==> src/rtl/core/uvsp_pkg.sv <==
// ----------------------------------------------------------------------------
// uvsp_pkg
// Shared types, constants and helpers of the UV sphere point generator.
// ----------------------------------------------------------------------------
package uvsp_pkg;

    localparam int MAX_RINGS     = 256;
    localparam int MAX_SEGMENTS  = 256;
    localparam int CORDIC_STAGES = 16;
    localparam int DIV_BITS      = 32;
    localparam int CNT_W         = 9;
    localparam int IDX_W         = 17;
    localparam int ANG_W         = 34;
    localparam int COORD_W       = 17;
    localparam int PROD_W        = 53;

    localparam logic signed [ANG_W-1:0] CORDIC_GAIN = 34'sd652032874;
    localparam logic signed [PROD_W-1:0] COORD_LIMIT = 53'sd65535;

    typedef enum logic [1:0] {
        REG_RADIUS        = 2'd0,
        REG_RING_COUNT    = 2'd1,
        REG_SEGMENT_COUNT = 2'd2,
        REG_UNUSED        = 2'd3
    } cfg_idx_t;

    // Quad indices and flags that ride along with each point
    typedef struct packed {
        logic [IDX_W-1:0] first;
        logic [IDX_W-1:0] second;
        logic             quad;
        logic             last;
    } side_t;

    // Payload of one long-division cell
    typedef struct packed {
        logic [CNT_W-1:0]    rem_t;
        logic [CNT_W-1:0]    rem_p;
        logic [DIV_BITS-1:0] quo_t;
        logic [DIV_BITS-1:0] quo_p;
        logic                full_t;
        logic                full_p;
        side_t               side;
    } div_t;

    // Payload of one CORDIC cell: two rotations side by side
    typedef struct packed {
        logic signed [ANG_W-1:0] xt;
        logic signed [ANG_W-1:0] yt;
        logic signed [ANG_W-1:0] zt;
        logic signed [ANG_W-1:0] xp;
        logic signed [ANG_W-1:0] yp;
        logic signed [ANG_W-1:0] zp;
        logic                    neg_t;
        logic                    neg_p;
        side_t                   side;
    } cor_t;

    // Arctangent of 2^-k in binary angle units (2^32 per turn)
    function automatic logic signed [ANG_W-1:0] atan_turn(input logic [4:0] k);
        logic signed [ANG_W-1:0] v;
        case (k)
            5'd0:    v = 34'sd536870912;
            5'd1:    v = 34'sd316933406;
            5'd2:    v = 34'sd167458907;
            5'd3:    v = 34'sd85004756;
            5'd4:    v = 34'sd42667331;
            5'd5:    v = 34'sd21354465;
            5'd6:    v = 34'sd10679838;
            5'd7:    v = 34'sd5340245;
            5'd8:    v = 34'sd2670163;
            5'd9:    v = 34'sd1335087;
            5'd10:   v = 34'sd667544;
            5'd11:   v = 34'sd333772;
            5'd12:   v = 34'sd166886;
            5'd13:   v = 34'sd83443;
            5'd14:   v = 34'sd41722;
            5'd15:   v = 34'sd20861;
            5'd16:   v = 34'sd10430;
            5'd17:   v = 34'sd5215;
            5'd18:   v = 34'sd2608;
            5'd19:   v = 34'sd1304;
            5'd20:   v = 34'sd652;
            5'd21:   v = 34'sd326;
            5'd22:   v = 34'sd163;
            5'd23:   v = 34'sd81;
            default: v = '0;
        endcase
        return v;
    endfunction

    // Clamp a coordinate to the symmetric Q8.8 range
    function automatic logic signed [COORD_W-1:0] sat_coord(
        input logic signed [PROD_W-1:0] v);
        logic signed [COORD_W-1:0] r;
        if (v > COORD_LIMIT) begin
            r = 17'sd65535;
        end else if (v < -COORD_LIMIT) begin
            r = -17'sd65535;
        end else begin
            r = v[COORD_W-1:0];
        end
        return r;
    endfunction

endpackage

==> src/rtl/core/uvsp_cordic_cell.sv <==
// ----------------------------------------------------------------------------
// uvsp_cordic_cell
// One micro-rotation for both the polar and the azimuth angle.
// ----------------------------------------------------------------------------
module uvsp_cordic_cell (
    input  logic           aclk,
    input  logic           aresetn,
    input  logic [4:0]     stage,
    input  logic           in_valid,
    output logic           in_ready,
    input  uvsp_pkg::cor_t in_data,
    output logic           out_valid,
    input  logic           out_ready,
    output uvsp_pkg::cor_t out_data
);

    logic           valid_reg;
    uvsp_pkg::cor_t data_reg;
    uvsp_pkg::cor_t data_next;
    logic signed [uvsp_pkg::ANG_W-1:0] atan_k;

    assign in_ready  = !valid_reg || out_ready;
    assign out_valid = valid_reg;
    assign out_data  = data_reg;
    assign atan_k    = uvsp_pkg::atan_turn(stage);

    // Rotate toward zero residual angle
    always_comb begin
        data_next = in_data;
        if (!in_data.zt[uvsp_pkg::ANG_W-1]) begin
            data_next.xt = in_data.xt - (in_data.yt >>> stage);
            data_next.yt = in_data.yt + (in_data.xt >>> stage);
            data_next.zt = in_data.zt - atan_k;
        end else begin
            data_next.xt = in_data.xt + (in_data.yt >>> stage);
            data_next.yt = in_data.yt - (in_data.xt >>> stage);
            data_next.zt = in_data.zt + atan_k;
        end
        if (!in_data.zp[uvsp_pkg::ANG_W-1]) begin
            data_next.xp = in_data.xp - (in_data.yp >>> stage);
            data_next.yp = in_data.yp + (in_data.xp >>> stage);
            data_next.zp = in_data.zp - atan_k;
        end else begin
            data_next.xp = in_data.xp + (in_data.yp >>> stage);
            data_next.yp = in_data.yp - (in_data.xp >>> stage);
            data_next.zp = in_data.zp + atan_k;
        end
    end

    always_ff @(posedge aclk) begin
        if (!aresetn) begin
            valid_reg <= 1'b0;
        end else if (in_ready) begin
            valid_reg <= in_valid;
        end
    end

    always_ff @(posedge aclk) begin
        if (in_ready && in_valid) begin
            data_reg <= data_next;
        end
    end

endmodule

==> config.mk <==
export PLATFORM = sky130hd
export DESIGN_NAME = uvsp_cordic_cell
export DESIGN_NICKNAME = d
export VERILOG_FILES = /design/src/rtl/core/uvsp_pkg.sv /design/src/rtl/core/uvsp_cordic_cell.sv
export SDC_FILE = /design/constraint.sdc
export NUM_CORES = 1
export LEC_CHECK = 0
export BUFFER_PORTS_ARGS = -buffer_cell sky130_fd_sc_hd__buf_4
export CORE_MARGIN = 5
export CORE_UTILIZATION = 25
export CTS_BUF_LIST = sky130_fd_sc_hd__clkbuf_2
export CTS_CLUSTER_SIZE = 30
export DETAILED_ROUTE_END_ITERATION = 12
export HOLD_SLACK_MARGIN = 0.05
export PLACE_DENSITY = 0.52
export SETUP_SLACK_MARGIN = 0.5
export SLEW_MARGIN = 20
export SYNTH_ARGS = -nofsm -noshare
export SYNTH_HDL_FRONTEND = slang
export SYNTH_SLANG_ARGS = --single-unit
==> constraint.sdc <==
create_clock -name aclk -period 18.6 [get_ports aclk]
set_input_delay 5.58 -clock aclk [delete_from_list [all_inputs] [get_ports aclk]]
set_output_delay 5.58 -clock aclk [all_outputs]
set_load 0.005 [all_outputs]
==> flow_summary.json, run 1 <==
{
  "synth_edf_count": 242,
  "nets": 4150,
  "core_mm2": 0.122,
  "use_met1_pct": 25.1,
  "p_leak_uw": 0.0150,
  "slew_viol_final": 0,
  "setup_tns_ns": 0,
  "cp_slowest_cell": "buf_4",
  "grt_pass1_vias": 28300,
  "critPathTopFamily": "compound AO/OA/AOI/OAI gates",
  "synthArstFlopShare_pct": 0,
  "area_growth_pct": 18.7,
  "grt.busiest_layer": "met2",
  "syn_nets": 3728,
  "setup_slack_ns": 6.37,
  "rsz0062_at_grt": "no",
  "mostFrequentLayoutCell": "buf_4",
  "r2r_slack_ns": 15.90,
  "cp_common_cell": "ha_1",
  "power.density_mw_per_mm2": 75.9,
  "critical_path.cell_chain": "buf_8, buf_4, inv_1, ha_1, o311ai_0, o211a_1, ha_1, nand4_1, or4b_1, inv_1, nor2_1, mux2_2, ha_1, o21ai_0, a21oi_1, a21oi_1, a21boi_0, a311oi_1, a2bb2oi_1, a211oi_1, a41o_1, o211ai_1, xnor2_1",
  "maxCapViolCount": 0,
  "grt_usage_pct": 19.2,
  "io_pins": 495,
  "timing.final.crit_share_pct": 65.8,
  "grt_max_degree": 79,
  "syn_inst": 3260,
  "root_buffer": "clkbuf_2",
  "hold_viol_final": 0,
  "htree_num_levels": 3,
  "crit_fanout": 74,
  "drt-total-wl_um": 131000,
  "fillers": 12900,
  "cp_slowest_stage_delay_ns": 0.75,
  "rows": 128,
  "synth_cell_type_count": 106,
  "hold_depth": 2,
  "peakVddDrop_mv": 0.0383,
  "syn_area_per_cell_um2": 9.46,
  "ys_top_cells_by_area": "edfxtp_1 24%, mux4_2 13%, ha_1 8.6%, xnor2_1 6.0%, a21oi_1 4.4%",
  "die_x_um": 361,
  "finalPower_uw": 2780,
  "r2r_end": "out_data[80]$_DFFE_PP_",
  "layout_min_cycle_time_ns": 12.23,
  "ys_seq_area_share_pct": 23.6,
  "drt-wirelength-per-cell_um": 24.4,
  "viasPerCell": 5.49,
  "crit_type": "input pin to register",
  "cts_sinks": 243,
  "worst_pin_slew_ns": 1.06,
  "antenna_found_initial": 19,
  "holdCritStartpoint": "out_valid$_SDFFE_PN0N_",
  "clk_latency_ns": 1.27,
  "synth.top_cell.area_share_pct": 23.6,
  "reg2regPathDepth": 4,
  "synth_flop_cell": "edfxtp_1",
  "regToRegStartpoint": "out_valid$_SDFFE_PN0N_",
  "vias": 29500,
  "pre_cts_ws_ns": 5.08,
  "grt_overflow": 0,
  "start_util_pct": 25.2,
  "cts_tree": "yes",
  "fmax_mhz": 81.8,
  "ant_nets": 0,
  "slew_headroom_pct": 28.8,
  "crit_path_end_kind": "register",
  "path_clk_slew_ns": 0.09,
  "worstPathRequired_ns": 19.62,
  "hpwlAfterDp_um": 103000,
  "dieHeight_um": 361,
  "holdPathEnd": "out_valid$_SDFFE_PN0N_",
  "yosysWarnings": 0,
  "crit_arrival_ns": 13.25,
  "gp_congestion": 0.917,
  "path_buf_inv": 4,
  "cp-start-kind": "input pin",
  "clock_skew_ns": 0.0821,
  "drtIter0Drc": 3026,
  "synth_area_mm2": 0.0308,
  "status": "complete, no violations",
  "use_met2_pct": 30.7,
  "drc_errors": 0,
  "portBuffers": 494,
  "use_met3_pct": 4.69,
  "cts_resized": 0,
  "grt_first_pass_wirelength_um": 190000,
  "die-area_mm2": 0.130,
  "dr.pass1.iters": 8,
  "clk_path_buf_depth": 3,
  "final_cell_mix": "528 x buf_4, 274 x a21oi_1, 262 x nor2_1",
  "post_route_cells_drive_above_1_share_pct": 25.3,
  "numCtsBuffers": 74,
  "setup_viol": 0,
  "synth_largest_area_cell": "edfxtp_1",
  "cts_hold_buffers": 0,
  "postCtsSetupRepairBufs": 0,
  "ys_seq_elements": 243,
  "hold_class": "register to register"
}
==> worst register-to-register path: stages (launching register included) <==
cell and delay, ns:
dfxtp_1 0.32, nand2b_1 0.10, and2_4 0.43, buf_4 0.73, buf_4 0.69
==> kinds of logic after synthesis <==
group | synth area share [%]
flip-flops | 23.6
buffers and inverters | 4.35
AND/OR/NAND/NOR | 13.9
adder cells (fa/ha/maj) | 8.95
multiplexers | 19.5
AO/OA/AOI/OAI | 20.6
XOR/XNOR | 9.06
==> Yosys cell counts, drive strengths merged, types with 19 or more instances <==
library cell / instances
a211oi: 41
a21o: 94
a21oi: 274
a221oi: 19
a22oi: 24
a31oi: 73
and2: 48
and3: 45
buf: 115
clkbuf: 70
edfxtp: 242
ha: 211
inv: 82
mux2: 61
mux2i: 133
mux4: 177
nand2: 250
nand2b: 39
nand3: 48
nor2: 265
nor2b: 39
nor3: 39
o211ai: 20
o21a: 44
o21ai: 156
o21bai: 25
o22ai: 41
or3: 25
xnor2: 214
xor2: 104
==> stage by stage <==
stage | hold WS [ns] | utilization (%) | cell area [µm²] | cells
finish | 0.555 | 30.0 | 36600 | 5374
global route | 0.595 | 29.9 | 36600 | 5366
CTS | 0.563 | 29.9 | 36600 | 5362
detailed placement | 0.549 | 29.3 | 35900 | 5231
global placement | 0.536 | 29.3 | 35900 | 5231
floorplan | 0.537 | - | 30800 | 3260
==> report_power, final <==
group,leakage (µW),total [µW],internal [µW],switching (µW)
clock,0.000528,466,195,272
sequential,0.00235,810,770,39.3
combinational,0.0121,1500,661,840
==> worst max path at each step <==
stage / startpoint / to / cells after the start
after floorplan: out_ready / out_data[0]$_DFFE_PP_ / 2
after CTS: stage[0] / out_data[172]$_DFFE_PP_ / 23
final: stage[0] / out_data[172]$_DFFE_PP_ / 23
after global routing: stage[0] / out_data[172]$_DFFE_PP_ / 23
after detailed placement: stage[0] / out_data[172]$_DFFE_PP_ / 23
after global placement: stage[0] / out_data[172]$_DFFE_PP_ / 23
==> flip-flops by register name, indices dropped and copies added (netlist names) <==
signal / count
out_data: 242
out_valid: 1
==> layout make-up <==
type,instances,area [µm²],area share (%)
multi-input combinational,2748,22200,60.7
sequential,243,7290,19.9
timing repair buffer,531,4000,10.9
tap,1625,2030,5.55
clock buffer,103,515,1.41
inverter,84,317,0.865
clock inverter,28,209,0.571
antenna,12,30.0,0.0820
==> metal layers <==
| layer | vias to the layer above | routed length, µm |
|---|---|---|
| met5 | - | 89 |
| met4 | 12 | 4710 |
| met3 | 254 | 11500 |
| met2 | 1438 | 60000 |
| met1 | 14400 | 54900 |
| li1 | 13400 | - |
Power figures use the tool's default switching activity.
==> inputs of run 2 (changes only) <==
--- a/config.mk
+++ b/config.mk
@@ -5,6 +5,7 @@
 export SDC_FILE = /design/constraint.sdc
 export NUM_CORES = 1
 export LEC_CHECK = 0
+export ABC_AREA = 1
 export BUFFER_PORTS_ARGS = -buffer_cell sky130_fd_sc_hd__buf_4
 export CORE_MARGIN = 5
 export CORE_UTILIZATION = 25
@@ -12,7 +13,7 @@
 export CTS_CLUSTER_SIZE = 30
 export DETAILED_ROUTE_END_ITERATION = 12
 export HOLD_SLACK_MARGIN = 0.05
-export PLACE_DENSITY = 0.52
+export PLACE_DENSITY = 0.53
 export SETUP_SLACK_MARGIN = 0.5
 export SLEW_MARGIN = 20
 export SYNTH_ARGS = -nofsm -noshare
==> constraint.sdc (replaced) <==
create_clock -name aclk -period 9.9 [get_ports aclk]
set_input_delay 2.97 -clock aclk [delete_from_list [all_inputs] [get_ports aclk]]
set_output_delay 2.97 -clock aclk [all_outputs]
set_load 0.005 [all_outputs]
==> run 2 against run 1 <==
Effect of this change:
- setup slack lost 3.8 ns
- sequential power grew 86%
- synthesized area is essentially flat
- register-to-register slack lost 8.4 ns
- clock power grew 74%
- critical path depth grew 1
- via count grew 17%
- synthesized cell count grew 50%
- critical path type unchanged
==> flow_summary.json, run 2 <==
{
  "final_core_util_pct": 30.0,
  "swShare_pct": 45.1,
  "root_buffer": "clkbuf_2",
  "crit_arrival_ns": 8.25,
  "final_cell_mix": "1609 x nand2_1, 770 x nand3_1, 520 x buf_4",
  "dieHeight_um": 361,
  "fin_area_mm2": 0.0367,
  "syn_inst": 4883,
  "synth_largest_area_cell": "edfxtp_1",
  "syn_nets": 5351,
  "synth_flop_cell": "edfxtp_1",
  "io_pins": 495,
  "core_mm2": 0.122,
  "synth.top_cell.area_share_pct": 23.6,
  "grt_overflow": 0,
  "crit_fanout": 70,
  "post_route_cells_drive_above_1_share_pct": 13.7,
  "die-area_mm2": 0.130,
  "drt-wirelength-per-cell_um": 19.8,
  "peakVddDrop_mv": 0.0848,
  "yosysWarnings": 0,
  "timing.final.crit_share_pct": 74.0,
  "p_leak_uw": 0.0182,
  "crit_type": "input pin to register",
  "postCtsSetupRepairBufs": 0,
  "clk_path_buf_depth": 3,
  "grt_max_degree": 141,
  "die_x_um": 361,
  "setup_viol": 0,
  "ys_seq_elements": 243,
  "dr.pass1.iters": 6,
  "ys_top_cells_by_area": "edfxtp_1 24%, nand2_1 20%, nand3_1 13%, ha_1 8.6%, inv_1 5.5%",
  "area_growth_pct": 18.9,
  "intPower_uw": 2770,
  "synth_cell_type_count": 55,
  "dpl_cell_area_mm2": 0.0360,
  "vias": 34600,
  "drt-total-wl_um": 139000,
  "rsz0062_at_grt": "no",
  "cts_tree": "yes",
  "hpwlAfterDp_um": 115000,
  "synthArstFlopShare_pct": 0,
  "worstPathRequired_ns": 10.82,
  "ant_nets": 0,
  "cts_resized": 0,
  "mostFrequentLayoutCell": "nand2_1",
  "viasPerCell": 4.95,
  "start_util_pct": 25.2,
  "syn_area_per_cell_um2": 6.31,
  "synth_edf_count": 242,
  "cts_sinks": 243,
  "switchingPower_uw": 2280,
  "p_clk_share_pct": 16.1,
  "combPwrFrac_pct": 54.0,
  "worst_pin_slew_ns": 1.01,
  "gp_congestion": 0.960,
  "clk_latency_ns": 1.29,
  "synth_area_mm2": 0.0308,
  "synthTopCellsByCount": "1609 x nand2_1, 770 x nand3_1, 448 x inv_1",
  "drtIter0Drc": 3157,
  "hold_class": "register to register",
  "htree_num_levels": 3,
  "path_clk_slew_ns": 0.09,
  "hold_viol_final": 0,
  "clock_skew_ns": 0.118,
  "status": "complete, no violations",
  "rows": 128,
  "fmax_mhz": 137,
  "crit_path_end_kind": "register",
  "cp-start-kind": "input pin",
  "grt_usage_pct": 20.1,
  "fillers": 13700,
  "ys_seq_area_share_pct": 23.6,
  "nets": 5778,
  "slew_headroom_pct": 32.8,
  "layout_min_cycle_time_ns": 7.32,
  "power.density_mw_per_mm2": 138,
  "largest_register_ffs": 242,
  "grt_pass1_vias": 32500,
  "antenna_found_initial": 7,
  "numCtsBuffers": 73,
  "yosysMostFrequentCell": "nand2_1",
  "slew_viol_final": 0,
  "maxCapViolCount": 0,
  "portBuffers": 494,
  "grt_first_pass_wirelength_um": 203000,
  "cts_hold_buffers": 0,
  "setup_tns_ns": 0,
  "drc_errors": 0,
  "power.share.sequential_pct": 29.9
}
## run 2: cell types whose count changed after synthesis, sizes merged, moves of 66 or more
| cell | change |
|---|---|
| a21o | -66 |
| xor2 | +86 |
| nand3 | +724 |
| nor2 | +119 |
| mux4 | -177 |
| xnor2 | -121 |
| mux2i | -133 |
| inv | +394 |
| nand2 | +1369 |
## run 2: final cells by class
class / count / area [µm²] / area share (%)
Inverter: 486 / 1830 / 4.99
Sequential cell: 243 / 7290 / 19.9
Clock inverter: 30 / 173 / 0.471
Clock buffer: 98 / 490 / 1.34
Timing Repair Buffer: 525 / 4000 / 10.9
Antenna cell: 7 / 17.5 / 0.0478
Tap cell: 1625 / 2030 / 5.55
Multi-Input combinational cell: 3981 / 20800 / 56.8
## run 2: path summary, 6_finish.rpt
check,slack (ns),startpoint,endpoint,depth (start not counted)
max,2.58,stage[2],out_data[232]$_DFFE_PP_,24
min,0.59,out_valid$_SDFFE_PN0N_,out_valid$_SDFFE_PN0N_,2
max reg2reg,7.47,out_valid$_SDFFE_PN0N_,out_data[228]$_DFFE_PP_,3
min reg2reg,0.59,out_valid$_SDFFE_PN0N_,out_valid$_SDFFE_PN0N_,2
## run 2: through the flow
stage	hold WS, ns	worst slack (ns)	total power, µW	cells
2_1_floorplan	0.558	2.36	3210	4883
3_3_place_gp	0.555	1.41	4270	6860
3_5_place_dp	0.564	1.38	4260	6860
4_1_cts	0.581	2.81	5130	6988
5_1_grt	0.644	2.25	5480	6994
6_report	0.587	2.58	5050	6995
## run 2: logic make-up after synthesis
kind of cell    synth area share [%]
xor+xnor                        8.04
buf+inv                         8.88
compound gates                  11.3
fa+ha+maj                       8.95
simple gates                    39.1
flops                           23.6
## run 2: per-layer routing
layer	track usage [%]	part of all wire, %	up-vias
li1	-	-	17100
met1	27.2	45	16100
met2	33.8	46	1155
met3	2.93	5.9	168
met4	5.26	2.4	8
met5	0	0.035	-
## run 2: critical path: stages
cell and delay, ns:
buf_4 0.21, clkinv_2 0.08, buf_4 0.66, buf_4 0.54
nand3_1 0.18, nand3_1 0.18, nand3_1 0.09, nand3_1 0.11
inv_1 0.10, ha_1 0.31, nand2_1 0.06, o21ai_0 0.17
fa_1 0.48, nand3_1 0.09, nand2_1 0.09, a21oi_1 0.21
o21ai_0 0.23, a21boi_0 0.54, inv_1 0.09, nand2_1 0.07
nand2_1 0.07, a21boi_0 0.32, o21ai_0 0.16, xor2_1 0.16
## run 2: power groups by stage
stage | clock network (µW) | logic [µW] | registers (µW)
global placement | 0 | 2730 | 1540
detailed placement | 0 | 2720 | 1540
floorplan | 0 | 1660 | 1550
CTS | 876 | 2740 | 1520
finish | 811 | 2730 | 1510
global route | 931 | 3020 | 1530
