===== src/rtl/core/uvsp_pkg.sv =====
// ----------------------------------------------------------------------------
// uvsp_pkg
// Shared types, constants and helpers of the UV sphere point generator.
// ----------------------------------------------------------------------------
package uvsp_pkg;

    localparam int MAX_RINGS     = 256;
    localparam int MAX_SEGMENTS  = 256;
    localparam int CORDIC_STAGES = 16;
    localparam int DIV_BITS      = 32;
    localparam int CNT_W         = 9;
    localparam int IDX_W         = 17;
    localparam int ANG_W         = 34;
    localparam int COORD_W       = 17;
    localparam int PROD_W        = 53;

    localparam logic signed [ANG_W-1:0] CORDIC_GAIN = 34'sd652032874;
    localparam logic signed [PROD_W-1:0] COORD_LIMIT = 53'sd65535;

    typedef enum logic [1:0] {
        REG_RADIUS        = 2'd0,
        REG_RING_COUNT    = 2'd1,
        REG_SEGMENT_COUNT = 2'd2,
        REG_UNUSED        = 2'd3
    } cfg_idx_t;

    // Quad indices and flags that ride along with each point
    typedef struct packed {
        logic [IDX_W-1:0] first;
        logic [IDX_W-1:0] second;
        logic             quad;
        logic             last;
    } side_t;

    // Payload of one long-division cell
    typedef struct packed {
        logic [CNT_W-1:0]    rem_t;
        logic [CNT_W-1:0]    rem_p;
        logic [DIV_BITS-1:0] quo_t;
        logic [DIV_BITS-1:0] quo_p;
        logic                full_t;
        logic                full_p;
        side_t               side;
    } div_t;

    // Payload of one CORDIC cell: two rotations side by side
    typedef struct packed {
        logic signed [ANG_W-1:0] xt;
        logic signed [ANG_W-1:0] yt;
        logic signed [ANG_W-1:0] zt;
        logic signed [ANG_W-1:0] xp;
        logic signed [ANG_W-1:0] yp;
        logic signed [ANG_W-1:0] zp;
        logic                    neg_t;
        logic                    neg_p;
        side_t                   side;
    } cor_t;

    // Arctangent of 2^-k in binary angle units (2^32 per turn)
    function automatic logic signed [ANG_W-1:0] atan_turn(input logic [4:0] k);
        logic signed [ANG_W-1:0] v;
        case (k)
            5'd0:    v = 34'sd536870912;
            5'd1:    v = 34'sd316933406;
            5'd2:    v = 34'sd167458907;
            5'd3:    v = 34'sd85004756;
            5'd4:    v = 34'sd42667331;
            5'd5:    v = 34'sd21354465;
            5'd6:    v = 34'sd10679838;
            5'd7:    v = 34'sd5340245;
            5'd8:    v = 34'sd2670163;
            5'd9:    v = 34'sd1335087;
            5'd10:   v = 34'sd667544;
            5'd11:   v = 34'sd333772;
            5'd12:   v = 34'sd166886;
            5'd13:   v = 34'sd83443;
            5'd14:   v = 34'sd41722;
            5'd15:   v = 34'sd20861;
            5'd16:   v = 34'sd10430;
            5'd17:   v = 34'sd5215;
            5'd18:   v = 34'sd2608;
            5'd19:   v = 34'sd1304;
            5'd20:   v = 34'sd652;
            5'd21:   v = 34'sd326;
            5'd22:   v = 34'sd163;
            5'd23:   v = 34'sd81;
            default: v = '0;
        endcase
        return v;
    endfunction

    // Clamp a coordinate to the symmetric Q8.8 range
    function automatic logic signed [COORD_W-1:0] sat_coord(
        input logic signed [PROD_W-1:0] v);
        logic signed [COORD_W-1:0] r;
        if (v > COORD_LIMIT) begin
            r = 17'sd65535;
        end else if (v < -COORD_LIMIT) begin
            r = -17'sd65535;
        end else begin
            r = v[COORD_W-1:0];
        end
        return r;
    endfunction

endpackage


===== src/rtl/core/uvsp_div_cell.sv =====
// ----------------------------------------------------------------------------
// uvsp_div_cell
// One bit of the restoring long division that turns indices into angles.
// ----------------------------------------------------------------------------
module uvsp_div_cell (
    input  logic                        aclk,
    input  logic                        aresetn,
    input  logic                        in_valid,
    output logic                        in_ready,
    input  uvsp_pkg::div_t              in_data,
    output logic                        out_valid,
    input  logic                        out_ready,
    output uvsp_pkg::div_t              out_data,
    input  logic [uvsp_pkg::CNT_W-1:0]  den_t,
    input  logic [uvsp_pkg::CNT_W-1:0]  den_p
);

    logic           valid_reg;
    uvsp_pkg::div_t data_reg;
    uvsp_pkg::div_t data_next;
    logic [uvsp_pkg::CNT_W:0] dbl_t;
    logic [uvsp_pkg::CNT_W:0] dbl_p;
    logic           bit_t;
    logic           bit_p;

    // Move on when this cell is empty or its neighbor takes the data
    assign in_ready  = !valid_reg || out_ready;
    assign out_valid = valid_reg;
    assign out_data  = data_reg;

    // Shift remainder, subtract denominator when it fits
    always_comb begin
        dbl_t = {in_data.rem_t, 1'b0};
        dbl_p = {in_data.rem_p, 1'b0};
        bit_t = dbl_t >= {1'b0, den_t};
        bit_p = dbl_p >= {1'b0, den_p};
        data_next = in_data;
        data_next.rem_t = bit_t ? uvsp_pkg::CNT_W'(dbl_t - {1'b0, den_t})
                                : uvsp_pkg::CNT_W'(dbl_t);
        data_next.rem_p = bit_p ? uvsp_pkg::CNT_W'(dbl_p - {1'b0, den_p})
                                : uvsp_pkg::CNT_W'(dbl_p);
        data_next.quo_t = {in_data.quo_t[uvsp_pkg::DIV_BITS-2:0], bit_t};
        data_next.quo_p = {in_data.quo_p[uvsp_pkg::DIV_BITS-2:0], bit_p};
    end

    always_ff @(posedge aclk) begin
        if (!aresetn) begin
            valid_reg <= 1'b0;
        end else if (in_ready) begin
            valid_reg <= in_valid;
        end
    end

    always_ff @(posedge aclk) begin
        if (in_ready && in_valid) begin
            data_reg <= data_next;
        end
    end

endmodule


===== config.mk =====
export PLATFORM = sky130hd
export DESIGN_NAME = uvsp_div_cell
export DESIGN_NICKNAME = d
export VERILOG_FILES = /design/src/rtl/core/uvsp_pkg.sv /design/src/rtl/core/uvsp_div_cell.sv
export SDC_FILE = /design/constraint.sdc
export NUM_CORES = 1
export LEC_CHECK = 0
export BUFFER_PORTS_ARGS = -buffer_cell sky130_fd_sc_hd__buf_2
export CAP_MARGIN = 25
export CELL_PAD_IN_SITES_DETAIL_PLACEMENT = 0
export CELL_PAD_IN_SITES_GLOBAL_PLACEMENT = 1
export CORE_ASPECT_RATIO = 0.8
export CORE_UTILIZATION = 37
export CTS_CLUSTER_DIAMETER = 50
export DETAILED_ROUTE_END_ITERATION = 6
export GPL_ROUTABILITY_DRIVEN = 0
export PLACE_DENSITY_LB_ADDON = 0.1
export SYNTH_ARGS = -nofsm -noshare
export SYNTH_HDL_FRONTEND = slang
export SYNTH_SLANG_ARGS = --single-unit

===== constraint.sdc =====
create_clock -name aclk -period 6.8 [get_ports aclk]
set_input_delay 1.36 -clock aclk [delete_from_list [all_inputs] [get_ports aclk]]
set_output_delay 1.36 -clock aclk [all_outputs]
set_load 0.01 [all_outputs]

==> flow_summary.html, run 1 <==
<table>
<tr><th>Metric</th><th>Value</th></tr>
<tr><th colspan="2">Outcome</th></tr>
<tr><td>Result of the run</td><td>complete, no violations</td></tr>
<tr><th colspan="2">Final layout</th></tr>
<tr><td>Non-filler cells, final</td><td>between 700 and 800</td></tr>
<tr><td>Area added between synthesis and finish</td><td>43.87%</td></tr>
<tr><td>Layout cells sized above 1</td><td>between 50% and 60%</td></tr>
<tr><td>Final-stage net count</td><td>a little over 700</td></tr>
<tr><th colspan="2">Clock tree</th></tr>
<tr><td>Number of buffers inserted to repair setup after CTS</td><td>0</td></tr>
<tr><td>Root buffer selected by CTS</td><td>sky130_fd_sc_hd__clkbuf_16</td></tr>
<tr><td>Total of cells resized after clock tree synthesis</td><td>0</td></tr>
<tr><td>Total clock sinks</td><td>121</td></tr>
<tr><td>CTS clock-pin slew for the worst setup and hold paths</td><td>about 0.05 ns</td></tr>
<tr><td>Source-to-sink clock delay at the later pin of the worst-skew pair</td><td>roughly 0.40 ns</td></tr>
<tr><td>CTS buffer count</td><td>17</td></tr>
<tr><td>Number of levels the H-tree was split into</td><td>4</td></tr>
<tr><td>Hold bufs inserted after CTS</td><td>0</td></tr>
<tr><td>Worst-case clock buffer depth</td><td>2</td></tr>
<tr><td>Clock tree from TritonCTS</td><td>built</td></tr>
<tr><th colspan="2">Timing</th></tr>
<tr><td>Final critical-path required period</td><td>3.153 ns</td></tr>
<tr><td>Upper clock frequency limit</td><td>roughly 320 MHz</td></tr>
<tr><td>RSZ-0062 raised after global routing</td><td>false</td></tr>
<tr><td>Part of the cycle the worst path needs</td><td>a little under half</td></tr>
<tr><td>Setup TNS</td><td>0 ns</td></tr>
<tr><td>Number of endpoints failing setup at the final stage</td><td>0</td></tr>
<tr><td>Worst-Margin Slew</td><td>roughly 0.58 ns</td></tr>
<tr><td>Worst Skew</td><td>0.005175 ns</td></tr>
<tr><td>Hold Vio Cnt, Final</td><td>0</td></tr>
<tr><td>Final Hold Slack</td><td>around 0.56 ns</td></tr>
<tr><td>Headroom to the max-slew limit</td><td>just over 60%</td></tr>
<tr><td>Number of pins with negative max-slew slack in the final report</td><td>0</td></tr>
<tr><th colspan="2">Floorplan</th></tr>
<tr><td>Die Ht</td><td>between 100 and 150 um</td></tr>
<tr><td>Floorplan Core Area</td><td>between 10000 and 15000 sq um</td></tr>
<tr><td>Starting utilization of the core area</td><td>38.68%</td></tr>
<tr><td>Die ar.</td><td>around 13000 sq um</td></tr>
<tr><td>Boundary Pins</td><td>roughly 260</td></tr>
<tr><td>Site Rows</td><td>36</td></tr>
<tr><td>Horizontal extent of the die</td><td>about 130 um</td></tr>
<tr><th colspan="2">Route</th></tr>
<tr><td>Final routed DRC violation total</td><td>0</td></tr>
<tr><td>Drt first-iter violations</td><td>around 150</td></tr>
<tr><td>Initial DRT Pass Iterations</td><td>4</td></tr>
<tr><td>Via-to-Cell Ratio</td><td>4.564</td></tr>
<tr><td>Routed WL</td><td>between 10 and 15 mm</td></tr>
<tr><td>Wire length per cell</td><td>16.21 um</td></tr>
<tr><td>Number of vias after detailed routing</td><td>between 3000 and 4000</td></tr>
<tr><td>Number of antenna-violating nets in the routed design</td><td>0</td></tr>
<tr><th colspan="2">Setup path</th></tr>
<tr><td>Critical Path End Type</td><td>flip-flop</td></tr>
<tr><td>FF-to-FF Start</td><td>out_valid</td></tr>
<tr><td>Startpoint-to-endpoint class of the critical path</td><td>primary input to flip-flop</td></tr>
<tr><td>Number of cells traversed by the worst register-to-register path</td><td>4</td></tr>
<tr><td>Endpoint of the lowest-slack register-to-register path</td><td>out_data[77]</td></tr>
<tr><td>Maximum fanout along the worst path</td><td>6</td></tr>
<tr><td>Required time of the critical path</td><td>between 6 and 7 ns</td></tr>
<tr><td>Critical path data arrival time</td><td>3.30 ns</td></tr>
<tr><td>Critical Path Source Type</td><td>primary input</td></tr>
<tr><td>Internal reg-to-reg setup slack</td><td>between 4 and 5 ns</td></tr>
<tr><th colspan="2">Min path</th></tr>
<tr><td>Kind of path behind the tightest hold check</td><td>flip-flop to flip-flop</td></tr>
<tr><td>Worst hold stages</td><td>2</td></tr>
<tr><td>Worst hold path endpoint</td><td>out_valid</td></tr>
<tr><td>Hold Crit Start</td><td>out_valid</td></tr>
<tr><th colspan="2">Synthesis</th></tr>
<tr><td>YS warnings</td><td>0</td></tr>
<tr><td>Largest area contributor in the synthesized netlist</td><td>sky130_fd_sc_hd__edfxtp_1</td></tr>
<tr><td>Count of flip-flops with a built-in enable after synthesis</td><td>120</td></tr>
<tr><td>Combined area of all synthesized cells</td><td>between 4000 and 5000 sq um</td></tr>
<tr><td>Top FF cell, synth</td><td>sky130_fd_sc_hd__edfxtp_1</td></tr>
<tr><td>Share of Yosys cell area claimed by the top area cell type</td><td>74.94%</td></tr>
<tr><td>Share of synthesized registers carrying an async set or reset</td><td>0%</td></tr>
<tr><td>Avg Synthesized Cell Area</td><td>approximately 17 sq um</td></tr>
<tr><td>Flip-flop and latch count after synthesis</td><td>between 100 and 150</td></tr>
<tr><td>Sequential element share of the synthesized area</td><td>75.36%</td></tr>
<tr><td>Number of standard cells after synthesis</td><td>between 200 and 300</td></tr>
<tr><td>Cell types with the highest counts after synthesis</td><td>120 x sky130_fd_sc_hd__edfxtp_1, 21 x sky130_fd_sc_hd__inv_1, 18 x sky130_fd_sc_hd__ha_1</td></tr>
<tr><td>Syn nets</td><td>~440</td></tr>
<tr><td>Library cell with the highest instance count after synthesis</td><td>sky130_fd_sc_hd__edfxtp_1</td></tr>
<tr><td>Number of unique standard cell types used by synthesis</td><td>45</td></tr>
<tr><td>Largest cells by area after synthesis</td><td>sky130_fd_sc_hd__edfxtp_1 75%, sky130_fd_sc_hd__ha_1 4.7%, sky130_fd_sc_hd__inv_1 1.6%</td></tr>
<tr><th colspan="2">GRT</th></tr>
<tr><td>Global routing's busiest layer</td><td>met2</td></tr>
<tr><td>Via count of the first global-routing pass</td><td>approximately 3300</td></tr>
<tr><td>Met2 GRT Util</td><td>approximately a third</td></tr>
<tr><td>Maximum number of pins on one net before global-route repair</td><td>80</td></tr>
<tr><td>Total grt overflow</td><td>0</td></tr>
<tr><td>First-pass GRT wire length</td><td>about 18 mm</td></tr>
<tr><td>Met3 demand-to-capacity share in global routing</td><td>under 10%</td></tr>
<tr><td>Overall track demand over capacity in global routing</td><td>18.43%</td></tr>
<tr><td>Met1 global-route usage</td><td>between 20% and 30%</td></tr>
<tr><td>Antenna violations before repair</td><td>1</td></tr>
<tr><th colspan="2">Place</th></tr>
<tr><td>Instance count after placement with tap cells included</td><td>approximately 710</td></tr>
<tr><td>Hpwl dp</td><td>approximately 9.3 mm</td></tr>
<tr><td>PortBufs</td><td>261</td></tr>
<tr><th colspan="2">Pwr</th></tr>
<tr><td>Leakage dissipation</td><td>0.003076 uW</td></tr>
<tr><td>Power density cells</td><td>289.0 nW/um^2</td></tr>
<tr><td>Maximum vdd ir drop</td><td>0.1569 mV</td></tr>
<tr><th colspan="2">Run</th></tr>
<tr><td>Number of violations of the max-capacitance limit</td><td>0</td></tr>
</table>
-- flip-flops by register name (all words and copies together), names as in the netlist --
| name | flops |
|---|---|
| out_data | 120 |
| out_valid | 1 |
-- how the worst max path moves through the flow --
stage                                to  depth (start not counted)          from  slack [ns]
after CTS                 out_data[115]                          9  in_data[111]        3.67
final                     out_data[115]                          9  in_data[111]        3.65
after detailed placement  out_data[114]                          9  in_data[111]        3.24
after floorplan             out_data[0]                          2     out_ready        1.97
after global placement    out_data[115]                          9  in_data[111]        3.25
after global routing      out_data[114]                         10      den_t[1]        3.56
-- report_power, final --
part | internal [uW] | leakage, uW | total, uW | switching (uW)
combinational | 117 | 0.00164 | 255 | 138
clock | 535 | 0.000265 | 847 | 313
sequential | 886 | 0.00117 | 897 | 10.6
total | 1540 | 0.00308 | 2000 | 461
-- cell usage in the layout, fill, tap and decap left out, drive strengths merged, types with 3 or more instances in the layout --
cell type and n:
clkinvlp 4, nor2 13, and3 3, clkinv 5
nand2 7, edfxtp 120, o21a 4, a21oi 12
xnor2 7, a21o 4, ha 18, nand3 4
nor2b 4, nand2b 5, clkbuf 19, o21ai 12
buf 263, xor2 3, inv 24, mux2 9
nor4b 4
-- cells by family (layout without fill, tap and decap cells) --
logic type                 after synthesis  after routing  synth area share (%)
buffers and inverters                   24            317                 2.030
DFF                                    121            121                 75.36
and+or+nand+nor                         52             52                 6.506
adders and majority gates               20             20                 5.517
xor gates and xnor gates                10             10                 1.822
AOI/OAI and AO/OA                       45             45                 6.141
other                                    0              1                     0
muxes                                   10             10                 2.628
-- layout make-up --
| class | count | area (sq um) |
|---|---|---|
| fill | 1090 | 5514 |
| inverter | 23 | 86.33 |
| clock buffer | 19 | 432.9 |
| tap | 171 | 214.0 |
| sequential | 121 | 3623 |
| antenna | 1 | 2.502 |
| multi-input combinational | 137 | 1090 |
| clock inverter | 12 | 127.6 |
| timing repair buffer | 263 | 1341 |
-- worst max-delay path, cell delays in order --
cell and delay (ns):
sky130_fd_sc_hd__buf_2 0.11, sky130_fd_sc_hd__inv_1 0.06, sky130_fd_sc_hd__fa_1 0.45, sky130_fd_sc_hd__nand2b_1 0.19
sky130_fd_sc_hd__a21oi_2 0.24, sky130_fd_sc_hd__nor4b_4 0.08, sky130_fd_sc_hd__or2_1 0.32, sky130_fd_sc_hd__inv_2 0.17
sky130_fd_sc_hd__mux2_4 0.31
-- metrics by stage --
stage	total power [uW]	setup WS (ns)	utilization, %	area [sq um]
after floorplan	1056	1.972	-	4808
after global placement	1163	3.250	50.90	6327
after detailed placement	1168	3.238	50.90	6327
after CTS	2025	3.667	55.40	6888
after global routing	2091	3.557	55.63	6915
final	1999	3.647	55.65	6918
-- metal layers --
| layer | vias to the layer above | wire (um) |
|---|---|---|
| met5 | - | 0 |
| met4 | 0 | 108 |
| met3 | 8 | 964 |
| met2 | 142 | 6226 |
| met1 | 1616 | 4808 |
| li1 | 1643 | - |
No activity file was read; power rests on OpenSTA's default activity.
==> run 2: changes to the inputs <==
--- a/config.mk
+++ b/config.mk
@@ -5,12 +5,13 @@
 export SDC_FILE = /design/constraint.sdc
 export NUM_CORES = 1
 export LEC_CHECK = 0
+export ABC_AREA = 1
 export BUFFER_PORTS_ARGS = -buffer_cell sky130_fd_sc_hd__buf_2
 export CAP_MARGIN = 25
 export CELL_PAD_IN_SITES_DETAIL_PLACEMENT = 0
 export CELL_PAD_IN_SITES_GLOBAL_PLACEMENT = 1
 export CORE_ASPECT_RATIO = 0.8
-export CORE_UTILIZATION = 37
+export CORE_UTILIZATION = 30
 export CTS_CLUSTER_DIAMETER = 50
 export DETAILED_ROUTE_END_ITERATION = 6
 export GPL_ROUTABILITY_DRIVEN = 0
==> constraint.sdc (replaced) <==
create_clock -name aclk -period 2.5 [get_ports aclk]
set_input_delay 0.5 -clock aclk [delete_from_list [all_inputs] [get_ports aclk]]
set_output_delay 0.5 -clock aclk [all_outputs]
set_load 0.01 [all_outputs]
==> flow_summary.html, run 2 <==
<table>
<tr><th>Metric</th><th>Value</th></tr>
<tr><th colspan="2">Pwr</th></tr>
<tr><td>Leakage dissipation</td><td>around 0.0034 uW</td></tr>
<tr><td>Total power of the final layout</td><td>around 5400 uW</td></tr>
<tr><td>Share of total power in combinational logic</td><td>approximately 13%</td></tr>
<tr><td>P_sw</td><td>between 1000 and 1500 uW</td></tr>
<tr><td>Proportion of total power due to net switching</td><td>24.80%</td></tr>
<tr><td>Cell internal power dissipation</td><td>between 4000 and 5000 uW</td></tr>
<tr><td>Clk network pwr share</td><td>~42%</td></tr>
<tr><td>Power density cells</td><td>755.6 nW/um^2</td></tr>
<tr><td>Maximum vdd ir drop</td><td>0.4188 mV</td></tr>
<tr><td>Power share of the sequential group</td><td>about 45%</td></tr>
<tr><th colspan="2">Floorplan</th></tr>
<tr><td>Die ar.</td><td>about 17000 sq um</td></tr>
<tr><td>Floorplan Core Area</td><td>~16000 sq um</td></tr>
<tr><td>Horizontal extent of the die</td><td>145.8 um</td></tr>
<tr><td>Die Ht</td><td>approximately 120 um</td></tr>
<tr><td>Boundary Pins</td><td>about 260</td></tr>
<tr><td>Starting utilization of the core area</td><td>a little under a third</td></tr>
<tr><td>Site Rows</td><td>just over 40</td></tr>
<tr><th colspan="2">Final layout</th></tr>
<tr><td>Flip-flop count of the largest register, all copies and words added</td><td>120</td></tr>
<tr><td>Footprint of the flip-flops and latches</td><td>between 3000 and 4000 sq um</td></tr>
<tr><td>Layout fillers</td><td>1552</td></tr>
<tr><td>Most common library cell in the layout ignoring fill and taps</td><td>sky130_fd_sc_hd__buf_2</td></tr>
<tr><td>Number of antenna repair diodes</td><td>0</td></tr>
<tr><td>Area added between synthesis and finish</td><td>43.82%</td></tr>
<tr><td>Util after Layout</td><td>44.71%</td></tr>
<tr><td>Area used by multi-input combinational logic</td><td>around 1100 sq um</td></tr>
<tr><td>Final-stage net count</td><td>just over 800</td></tr>
<tr><td>Final design area excluding fillers</td><td>approximately 7000 sq um</td></tr>
<tr><td>Most frequent cells in the layout</td><td>261 x sky130_fd_sc_hd__buf_2, 120 x sky130_fd_sc_hd__edfxtp_1, 107 x sky130_fd_sc_hd__nand2_1, 58 x sky130_fd_sc_hd__inv_1, 31 x sky130_fd_sc_hd__nand3_1</td></tr>
<tr><td>Layout cells sized above 1</td><td>~45%</td></tr>
<tr><th colspan="2">Clock tree</th></tr>
<tr><td>Hold bufs inserted after CTS</td><td>0</td></tr>
<tr><td>Total clock sinks</td><td>roughly 120</td></tr>
<tr><td>CTS buffer count</td><td>17</td></tr>
<tr><td>Root buffer selected by CTS</td><td>sky130_fd_sc_hd__clkbuf_16</td></tr>
<tr><td>Clock tree from TritonCTS</td><td>built</td></tr>
<tr><td>Total of cells resized after clock tree synthesis</td><td>0</td></tr>
<tr><td>Number of levels the H-tree was split into</td><td>4</td></tr>
<tr><td>Worst-case clock buffer depth</td><td>2</td></tr>
<tr><td>Source-to-sink clock delay at the later pin of the worst-skew pair</td><td>between 0.4 and 0.5 ns</td></tr>
<tr><td>CTS clock-pin slew for the worst setup and hold paths</td><td>~0.060 ns</td></tr>
<tr><td>Number of buffers inserted to repair setup after CTS</td><td>0</td></tr>
<tr><th colspan="2">Setup path</th></tr>
<tr><td>Critical Path End Type</td><td>flip-flop</td></tr>
<tr><td>Required time of the critical path</td><td>~2.7 ns</td></tr>
<tr><td>List of cells traversed by the critical path</td><td>buf_2 &gt; ha_1 &gt; nand2_1 &gt; nor2_1 &gt; nand3_1 &gt; and2_1 &gt; nand2_8 &gt; nand2_1 &gt; nand2_1</td></tr>
<tr><td>Most frequent CP cell</td><td>sky130_fd_sc_hd__nand2_1</td></tr>
<tr><td>Critical path data arrival time</td><td>just over 2 ns</td></tr>
<tr><td>Number of buffer and inverter stages on the critical path</td><td>1</td></tr>
<tr><td>Dominant delay contributor by cell family on the critical path</td><td>simple AND/OR/NAND/NOR gates</td></tr>
<tr><td>Longest individual stage delay on the worst path</td><td>a little under 0.5 ns</td></tr>
<tr><td>Critical Path Source Type</td><td>primary input</td></tr>
<tr><td>Slowest CP cell</td><td>sky130_fd_sc_hd__and2_1</td></tr>
<tr><td>Maximum fanout along the worst path</td><td>10</td></tr>
<tr><td>Startpoint-to-endpoint class of the critical path</td><td>primary input to flip-flop</td></tr>
<tr><th colspan="2">Synthesis</th></tr>
<tr><td>Largest area contributor in the synthesized netlist</td><td>sky130_fd_sc_hd__edfxtp_1</td></tr>
<tr><td>Syn nets</td><td>between 500 and 600</td></tr>
<tr><td>Number of unique standard cell types used by synthesis</td><td>20</td></tr>
<tr><td>Combined area of all synthesized cells</td><td>between 4000 and 5000 sq um</td></tr>
<tr><td>Sequential element share of the synthesized area</td><td>between 70% and 80%</td></tr>
<tr><td>Library cell with the highest instance count after synthesis</td><td>sky130_fd_sc_hd__edfxtp_1</td></tr>
<tr><td>Share of synthesized registers carrying an async set or reset</td><td>0%</td></tr>
<tr><td>Count of flip-flops with a built-in enable after synthesis</td><td>120</td></tr>
<tr><td>YS warnings</td><td>0</td></tr>
<tr><td>Share of Yosys cell area claimed by the top area cell type</td><td>72.65%</td></tr>
<tr><td>Number of standard cells after synthesis</td><td>approximately 380</td></tr>
<tr><td>Avg Synthesized Cell Area</td><td>roughly 13 sq um</td></tr>
<tr><td>Top FF cell, synth</td><td>sky130_fd_sc_hd__edfxtp_1</td></tr>
<tr><td>Cell types with the highest counts after synthesis</td><td>120 x sky130_fd_sc_hd__edfxtp_1, 107 x sky130_fd_sc_hd__nand2_1, 60 x sky130_fd_sc_hd__inv_1</td></tr>
<tr><td>Largest cells by area after synthesis</td><td>sky130_fd_sc_hd__edfxtp_1 73%, sky130_fd_sc_hd__nand2_1 8.1%, sky130_fd_sc_hd__ha_1 4.5%</td></tr>
<tr><td>Flip-flop and latch count after synthesis</td><td>121</td></tr>
<tr><th colspan="2">Route</th></tr>
<tr><td>Initial DRT Pass Iterations</td><td>4</td></tr>
<tr><td>Drt first-iter violations</td><td>180</td></tr>
<tr><td>Routed WL</td><td>roughly 13 mm</td></tr>
<tr><td>Final routed DRC violation total</td><td>0</td></tr>
<tr><td>Via-to-Cell Ratio</td><td>roughly 4.1</td></tr>
<tr><td>Number of antenna-violating nets in the routed design</td><td>0</td></tr>
<tr><td>Number of vias after detailed routing</td><td>3700</td></tr>
<tr><td>Wire length per cell</td><td>around 15 um</td></tr>
<tr><th colspan="2">Place</th></tr>
<tr><td>PortBufs</td><td>approximately 260</td></tr>
<tr><td>Placement Cell Area</td><td>about 6600 sq um</td></tr>
<tr><td>Hpwl dp</td><td>10.23 mm</td></tr>
<tr><th colspan="2">Min path</th></tr>
<tr><td>Kind of path behind the tightest hold check</td><td>primary input to flip-flop</td></tr>
<tr><th colspan="2">GRT</th></tr>
<tr><td>Maximum number of pins on one net before global-route repair</td><td>62</td></tr>
<tr><td>Met1 global-route usage</td><td>between 10% and 20%</td></tr>
<tr><td>Antenna violations before repair</td><td>0</td></tr>
<tr><td>Met3 demand-to-capacity share in global routing</td><td>approximately 5.7%</td></tr>
<tr><td>Overall track demand over capacity in global routing</td><td>between 15 and 20%</td></tr>
<tr><td>First-pass GRT wire length</td><td>approximately 20 mm</td></tr>
<tr><td>Via count of the first global-routing pass</td><td>~3500</td></tr>
<tr><td>Met2 GRT Util</td><td>between 20% and 30%</td></tr>
<tr><td>Global routing's busiest layer</td><td>met2</td></tr>
<tr><td>Total grt overflow</td><td>0</td></tr>
<tr><th colspan="2">Run</th></tr>
<tr><td>Number of violations of the max-capacitance limit</td><td>0</td></tr>
<tr><th colspan="2">Timing</th></tr>
<tr><td>Number of endpoints failing setup at the final stage</td><td>0</td></tr>
<tr><td>Headroom to the max-slew limit</td><td>around 62%</td></tr>
<tr><td>Hold Vio Cnt, Final</td><td>0</td></tr>
<tr><td>Number of pins with negative max-slew slack in the final report</td><td>0</td></tr>
<tr><td>Worst-Margin Slew</td><td>between 0.5 and 0.6 ns</td></tr>
<tr><td>RSZ-0062 raised after global routing</td><td>false</td></tr>
<tr><td>Upper clock frequency limit</td><td>around 530 MHz</td></tr>
<tr><td>Worst Skew</td><td>just under 0.007 ns</td></tr>
<tr><td>Part of the cycle the worst path needs</td><td>about three quarters</td></tr>
<tr><td>Final critical-path required period</td><td>~1.9 ns</td></tr>
<tr><th colspan="2">Outcome</th></tr>
<tr><td>Result of the run</td><td>complete, no violations</td></tr>
</table>
## run 2: cell types whose count changed after synthesis, sizes merged, moves of 5 or more
cell and delta:
inv +37, o21ai -12, mux2 -9, xnor2 -5
nand2 +104, nand3 +27, nand2b -5
## run 2: area by class of cell
cell class | count | area share [%]
timing repair buffer | 265 | 19.08
clock buffer | 18 | 6.016
clock inverter | 14 | 1.737
multi-input combinational | 200 | 15.26
sequential | 121 | 50.80
tap | 215 | 3.771
inverter | 60 | 3.333
## run 2: metrics by stage
stage / hold slack [ns] / worst slack, ns / cells / setup TNS [ns]
2_1_floorplan: 0.5989 / -0.4297 / 384 / -51.57
3_3_place_gp: 0.5292 / 0.1661 / 861 / 0
3_5_place_dp: 0.5445 / 0.1609 / 861 / 0
4_1_cts: 0.2422 / 0.5983 / 893 / 0
5_1_grt: 0.2340 / 0.4766 / 893 / 0
6_report: 0.2668 / 0.6031 / 893 / 0
## run 2: cell families after synthesis
| group | count (synthesis) | share of synthesized area, % |
|---|---|---|
| AO/OA/AOI/OAI | 14 | 1.514 |
| flip-flops | 121 | 73.06 |
| buffers and inverters | 63 | 5.222 |
| XOR/XNOR | 6 | 1.060 |
| AND/OR/NAND/NOR | 160 | 13.80 |
| adder cells (fa/ha/maj) | 20 | 5.348 |
## run 2: power by group through the flow
| stage | sequential (uW) | clock (uW) | combinational, uW |
|---|---|---|---|
| 2_1_floorplan | 2560 | 0 | 287 |
| 3_3_place_gp | 2470 | 0 | 693 |
| 3_5_place_dp | 2470 | 0 | 695 |
| 4_1_cts | 2430 | 2340 | 697 |
| 5_1_grt | 2440 | 2440 | 772 |
| 6_report | 2430 | 2280 | 682 |
## run 2: final timing paths
| kind | start | endpoint | slack [ns] | cells past startpoint |
|---|---|---|---|---|
| worst max-delay path | in_data[106] | out_data[107] | 0.60 | 9 |
| worst min-delay path | in_data[63] | out_data[64] | 0.27 | 1 |
| worst max register to register | out_valid | out_data[87] | 1.28 | 2 |
| worst min register to register | out_valid | out_valid | 0.56 | 2 |
## run 2: metal layers
layer	part of all wire, %	vias to the layer above
li1	-	1863
met1	43	1698
met2	49	134
met3	6.5	5
met4	0.71	0
met5	0	-
==> run 3: changes to the inputs <==
--- a/config.mk
+++ b/config.mk
@@ -5,13 +5,13 @@
 export SDC_FILE = /design/constraint.sdc
 export NUM_CORES = 1
 export LEC_CHECK = 0
-export ABC_AREA = 1
+export ABC_AREA = 0
 export BUFFER_PORTS_ARGS = -buffer_cell sky130_fd_sc_hd__buf_2
 export CAP_MARGIN = 25
 export CELL_PAD_IN_SITES_DETAIL_PLACEMENT = 0
 export CELL_PAD_IN_SITES_GLOBAL_PLACEMENT = 1
 export CORE_ASPECT_RATIO = 0.8
-export CORE_UTILIZATION = 30
+export CORE_UTILIZATION = 31
 export CTS_CLUSTER_DIAMETER = 50
 export DETAILED_ROUTE_END_ITERATION = 6
 export GPL_ROUTABILITY_DRIVEN = 0
==> constraint.sdc (replaced) <==
create_clock -name aclk -period 1.6 [get_ports aclk]
set_input_delay 0.32 -clock aclk [delete_from_list [all_inputs] [get_ports aclk]]
set_output_delay 0.32 -clock aclk [all_outputs]
set_load 0.01 [all_outputs]
==> flow_summary.html, run 3 (synthesis results as in run 1) <==
<table>
<tr><th>Metric</th><th>Value</th></tr>
<tr><th colspan="2">Floorplan</th></tr>
<tr><td>Boundary Pins</td><td>between 200 and 300</td></tr>
<tr><td>Die Ht</td><td>113.4 um</td></tr>
<tr><td>Floorplan Core Area</td><td>15060 sq um</td></tr>
<tr><td>Die ar.</td><td>16020 sq um</td></tr>
<tr><td>Horizontal extent of the die</td><td>about 140 um</td></tr>
<tr><td>Site Rows</td><td>40</td></tr>
<tr><td>Starting utilization of the core area</td><td>31.92%</td></tr>
<tr><th colspan="2">Clock tree</th></tr>
<tr><td>Worst-case clock buffer depth</td><td>2</td></tr>
<tr><td>Number of levels the H-tree was split into</td><td>4</td></tr>
<tr><td>CTS buffer count</td><td>17</td></tr>
<tr><td>CTS clock-pin slew for the worst setup and hold paths</td><td>about 0.060 ns</td></tr>
<tr><td>Clock tree from TritonCTS</td><td>built</td></tr>
<tr><td>Source-to-sink clock delay at the later pin of the worst-skew pair</td><td>between 0.4 and 0.5 ns</td></tr>
<tr><td>Root buffer selected by CTS</td><td>sky130_fd_sc_hd__clkbuf_16</td></tr>
<tr><td>Hold bufs inserted after CTS</td><td>0</td></tr>
<tr><td>Total clock sinks</td><td>121</td></tr>
<tr><th colspan="2">Setup path</th></tr>
<tr><td>Critical path data arrival time</td><td>1.87 ns</td></tr>
<tr><td>FF-to-FF Start</td><td>out_valid</td></tr>
<tr><td>Number of buffer and inverter stages on the critical path</td><td>2</td></tr>
<tr><td>Startpoint-to-endpoint class of the critical path</td><td>primary input to flip-flop</td></tr>
<tr><td>Launch point of the critical path</td><td>den_p[1]</td></tr>
<tr><td>Slowest CP cell</td><td>sky130_fd_sc_hd__fa_2</td></tr>
<tr><td>Internal reg-to-reg setup slack</td><td>roughly 0.3 ns</td></tr>
<tr><td>Crit. path cell count</td><td>8</td></tr>
<tr><td>Maximum fanout along the worst path</td><td>6</td></tr>
<tr><td>Critical Path End Type</td><td>flip-flop</td></tr>
<tr><td>Endpoint of the lowest-slack register-to-register path</td><td>out_data[14]</td></tr>
<tr><td>Capture point of the worst path</td><td>out_data[107]</td></tr>
<tr><td>List of cells traversed by the critical path</td><td>buf_12 &gt; fa_2 &gt; nand2b_4 &gt; a21oi_4 &gt; nor4b_4 &gt; or2_4 &gt; inv_8 &gt; mux2_4</td></tr>
<tr><td>Number of cells traversed by the worst register-to-register path</td><td>3</td></tr>
<tr><td>Longest individual stage delay on the worst path</td><td>0.38 ns</td></tr>
<tr><td>Required time of the critical path</td><td>between 1.5 and 2 ns</td></tr>
<tr><td>Dominant delay contributor by cell family on the critical path</td><td>simple AND/OR/NAND/NOR gates</td></tr>
<tr><td>Critical Path Source Type</td><td>primary input</td></tr>
<tr><th colspan="2">Final layout</th></tr>
<tr><td>Non-filler cells, final</td><td>854</td></tr>
<tr><td>Most frequent cells in the layout</td><td>254 x sky130_fd_sc_hd__buf_2, 120 x sky130_fd_sc_hd__edfxtp_1, 67 x sky130_fd_sc_hd__buf_4, 17 x sky130_fd_sc_hd__clkbuf_16, 14 x sky130_fd_sc_hd__inv_1</td></tr>
<tr><td>Flip-flop count of the largest register, all copies and words added</td><td>120</td></tr>
<tr><td>Most common library cell in the layout ignoring fill and taps</td><td>sky130_fd_sc_hd__buf_2</td></tr>
<tr><td>Area added between synthesis and finish</td><td>64.69%</td></tr>
<tr><td>Final-stage net count</td><td>~790</td></tr>
<tr><td>Layout fillers</td><td>1339</td></tr>
<tr><td>Layout cells sized above 1</td><td>approximately 65%</td></tr>
<tr><th colspan="2">Place</th></tr>
<tr><td>Instance count after placement with tap cells included</td><td>roughly 810</td></tr>
<tr><td>Hpwl dp</td><td>10.63 mm</td></tr>
<tr><td>PortBufs</td><td>261</td></tr>
<tr><th colspan="2">Route</th></tr>
<tr><td>Number of antenna-violating nets in the routed design</td><td>0</td></tr>
<tr><td>Initial DRT Pass Iterations</td><td>4</td></tr>
<tr><td>Wire length per cell</td><td>between 15 and 20 um</td></tr>
<tr><td>Via-to-Cell Ratio</td><td>4.278</td></tr>
<tr><td>Drt first-iter violations</td><td>173</td></tr>
<tr><td>Number of vias after detailed routing</td><td>3653</td></tr>
<tr><td>Routed WL</td><td>13.48 mm</td></tr>
<tr><td>Final routed DRC violation total</td><td>0</td></tr>
<tr><th colspan="2">Min path</th></tr>
<tr><td>Worst hold stages</td><td>1</td></tr>
<tr><td>Kind of path behind the tightest hold check</td><td>primary input to flip-flop</td></tr>
<tr><th colspan="2">Pwr</th></tr>
<tr><td>Power density cells</td><td>1136 nW/um^2</td></tr>
<tr><td>Leakage dissipation</td><td>approximately 0.0035 uW</td></tr>
<tr><td>Maximum vdd ir drop</td><td>about 0.62 mV</td></tr>
<tr><td>Total power of the final layout</td><td>8994 uW</td></tr>
<tr><th colspan="2">Timing</th></tr>
<tr><td>Number of endpoints failing setup at the final stage</td><td>14</td></tr>
<tr><td>Part of the cycle the worst path needs</td><td>107.3%</td></tr>
<tr><td>Minimum setup slack in the final design</td><td>-0.1175 ns</td></tr>
<tr><td>RSZ-0062 raised after global routing</td><td>true</td></tr>
<tr><td>Upper clock frequency limit</td><td>between 500 and 600 MHz</td></tr>
<tr><td>Worst-Margin Slew</td><td>0.3412 ns</td></tr>
<tr><td>Worst Skew</td><td>0.005547 ns</td></tr>
<tr><td>Number of pins with negative max-slew slack in the final report</td><td>0</td></tr>
<tr><td>Headroom to the max-slew limit</td><td>77.18%</td></tr>
<tr><td>Hold Vio Cnt, Final</td><td>0</td></tr>
<tr><td>Final critical-path required period</td><td>roughly 1.7 ns</td></tr>
<tr><th colspan="2">GRT</th></tr>
<tr><td>First-pass GRT wire length</td><td>19.49 mm</td></tr>
<tr><td>Total grt overflow</td><td>0</td></tr>
<tr><td>Antenna violations before repair</td><td>2</td></tr>
<tr><td>Overall track demand over capacity in global routing</td><td>around 17%</td></tr>
<tr><td>Via count of the first global-routing pass</td><td>between 3000 and 4000</td></tr>
<tr><td>Maximum number of pins on one net before global-route repair</td><td>35</td></tr>
<tr><th colspan="2">Outcome</th></tr>
<tr><td>Result of the run</td><td>finished, violations left</td></tr>
<tr><td>Violations in the final reports</td><td>negative setup slack</td></tr>
<tr><th colspan="2">Run</th></tr>
<tr><td>Number of violations of the max-capacitance limit</td><td>0</td></tr>
</table>
==> run 3: changes by cell type in the layout (fill, tap and decap cells not counted), moves of 5 or more <==
cell                      previous run  this run
sky130_fd_sc_hd__buf_4               2        67
sky130_fd_sc_hd__inv_1              58        14
sky130_fd_sc_hd__mux2_4              0         9
sky130_fd_sc_hd__nand2_1           107         5
sky130_fd_sc_hd__ha_4                0        13
sky130_fd_sc_hd__nand3_1            31         2
sky130_fd_sc_hd__o21ai_0             0         9
sky130_fd_sc_hd__xnor2_1             2         7
sky130_fd_sc_hd__buf_2             261       254
sky130_fd_sc_hd__ha_1               18         5
==> run 3: power by group <==
group	switching (uW)	leakage [uW]	total, uW	internal (uW)
Combinational	702	0.00205	1470	769
Sequential	49.3	0.00117	3810	3770
Clock	1410	0.000282	3710	2300
Total	2160	0.00351	8990	6830
==> run 3: area by class of cell <==
type	instances	area [sq um]	area share [%]
inverters	23	133.9	1.691
clock buffers	18	429.2	5.420
diodes	1	2.502	0.03160
well taps	210	262.8	3.318
flip-flops and latches	121	3623	45.76
clock inverters	14	147.6	1.864
multi-input cells	137	1398	17.65
repair buffers	330	1922	24.27
==> run 3: worst min path at each step <==
stage,start,to,slack (ns)
floorplan,in_data[0],out_data[0],0.42
global placement,in_data[92],out_data[93],0.50
detailed placement,in_data[37],out_data[37],0.50
CTS,in_data[13],out_data[13],0.05
global route,in_data[6],out_data[6],0.05
finish,in_data[37],out_data[37],0.08
==> run 3: metrics by stage <==
| step | hold slack [ns] | setup TNS [ns] | setup WS [ns] | cell area (sq um) | utilization (%) |
|---|---|---|---|---|---|
| global route | 0.05090 | -1.544 | -0.1465 | 7916 | 52.55 |
| CTS | 0.05425 | -0.9713 | -0.1012 | 7830 | 51.98 |
| finish | 0.08031 | -1.193 | -0.1175 | 7919 | 52.57 |
| global placement | 0.4972 | -10.76 | -0.6770 | 7142 | 47.41 |
| floorplan | 0.4189 | -23.81 | -0.4671 | 5104 | - |
| detailed placement | 0.4981 | -11.73 | -0.7372 | 7142 | 47.41 |
==> run 3: what timing repair did <==
action,4_1_cts,5_1_grt
pin swaps,11,5
gates resized for setup,21,15
endpoints found under the setup margin,16,17
buffers inserted,6,4
==> run 3: routing by layer <==
| layer | vias up | wire (um) | global-route usage [%] | part of all wire [%] |
|---|---|---|---|---|
| li1 | 1782 | - | - | - |
| met1 | 1715 | 5473 | 19.45 | 41 |
| met2 | 139 | 6821 | 28.45 | 51 |
| met3 | 15 | 993 | 6.255 | 7.4 |
| met4 | 2 | 176 | 6.304 | 1.3 |
| met5 | - | 15 | 0 | 0.11 |
==> run 3: worst register-to-register path, delay by kind of cell, from the launching register on <==
kind	cells	cell delay, ns
flops	1	0.33
simple gates	2	0.30
buf+inv	1	0.34
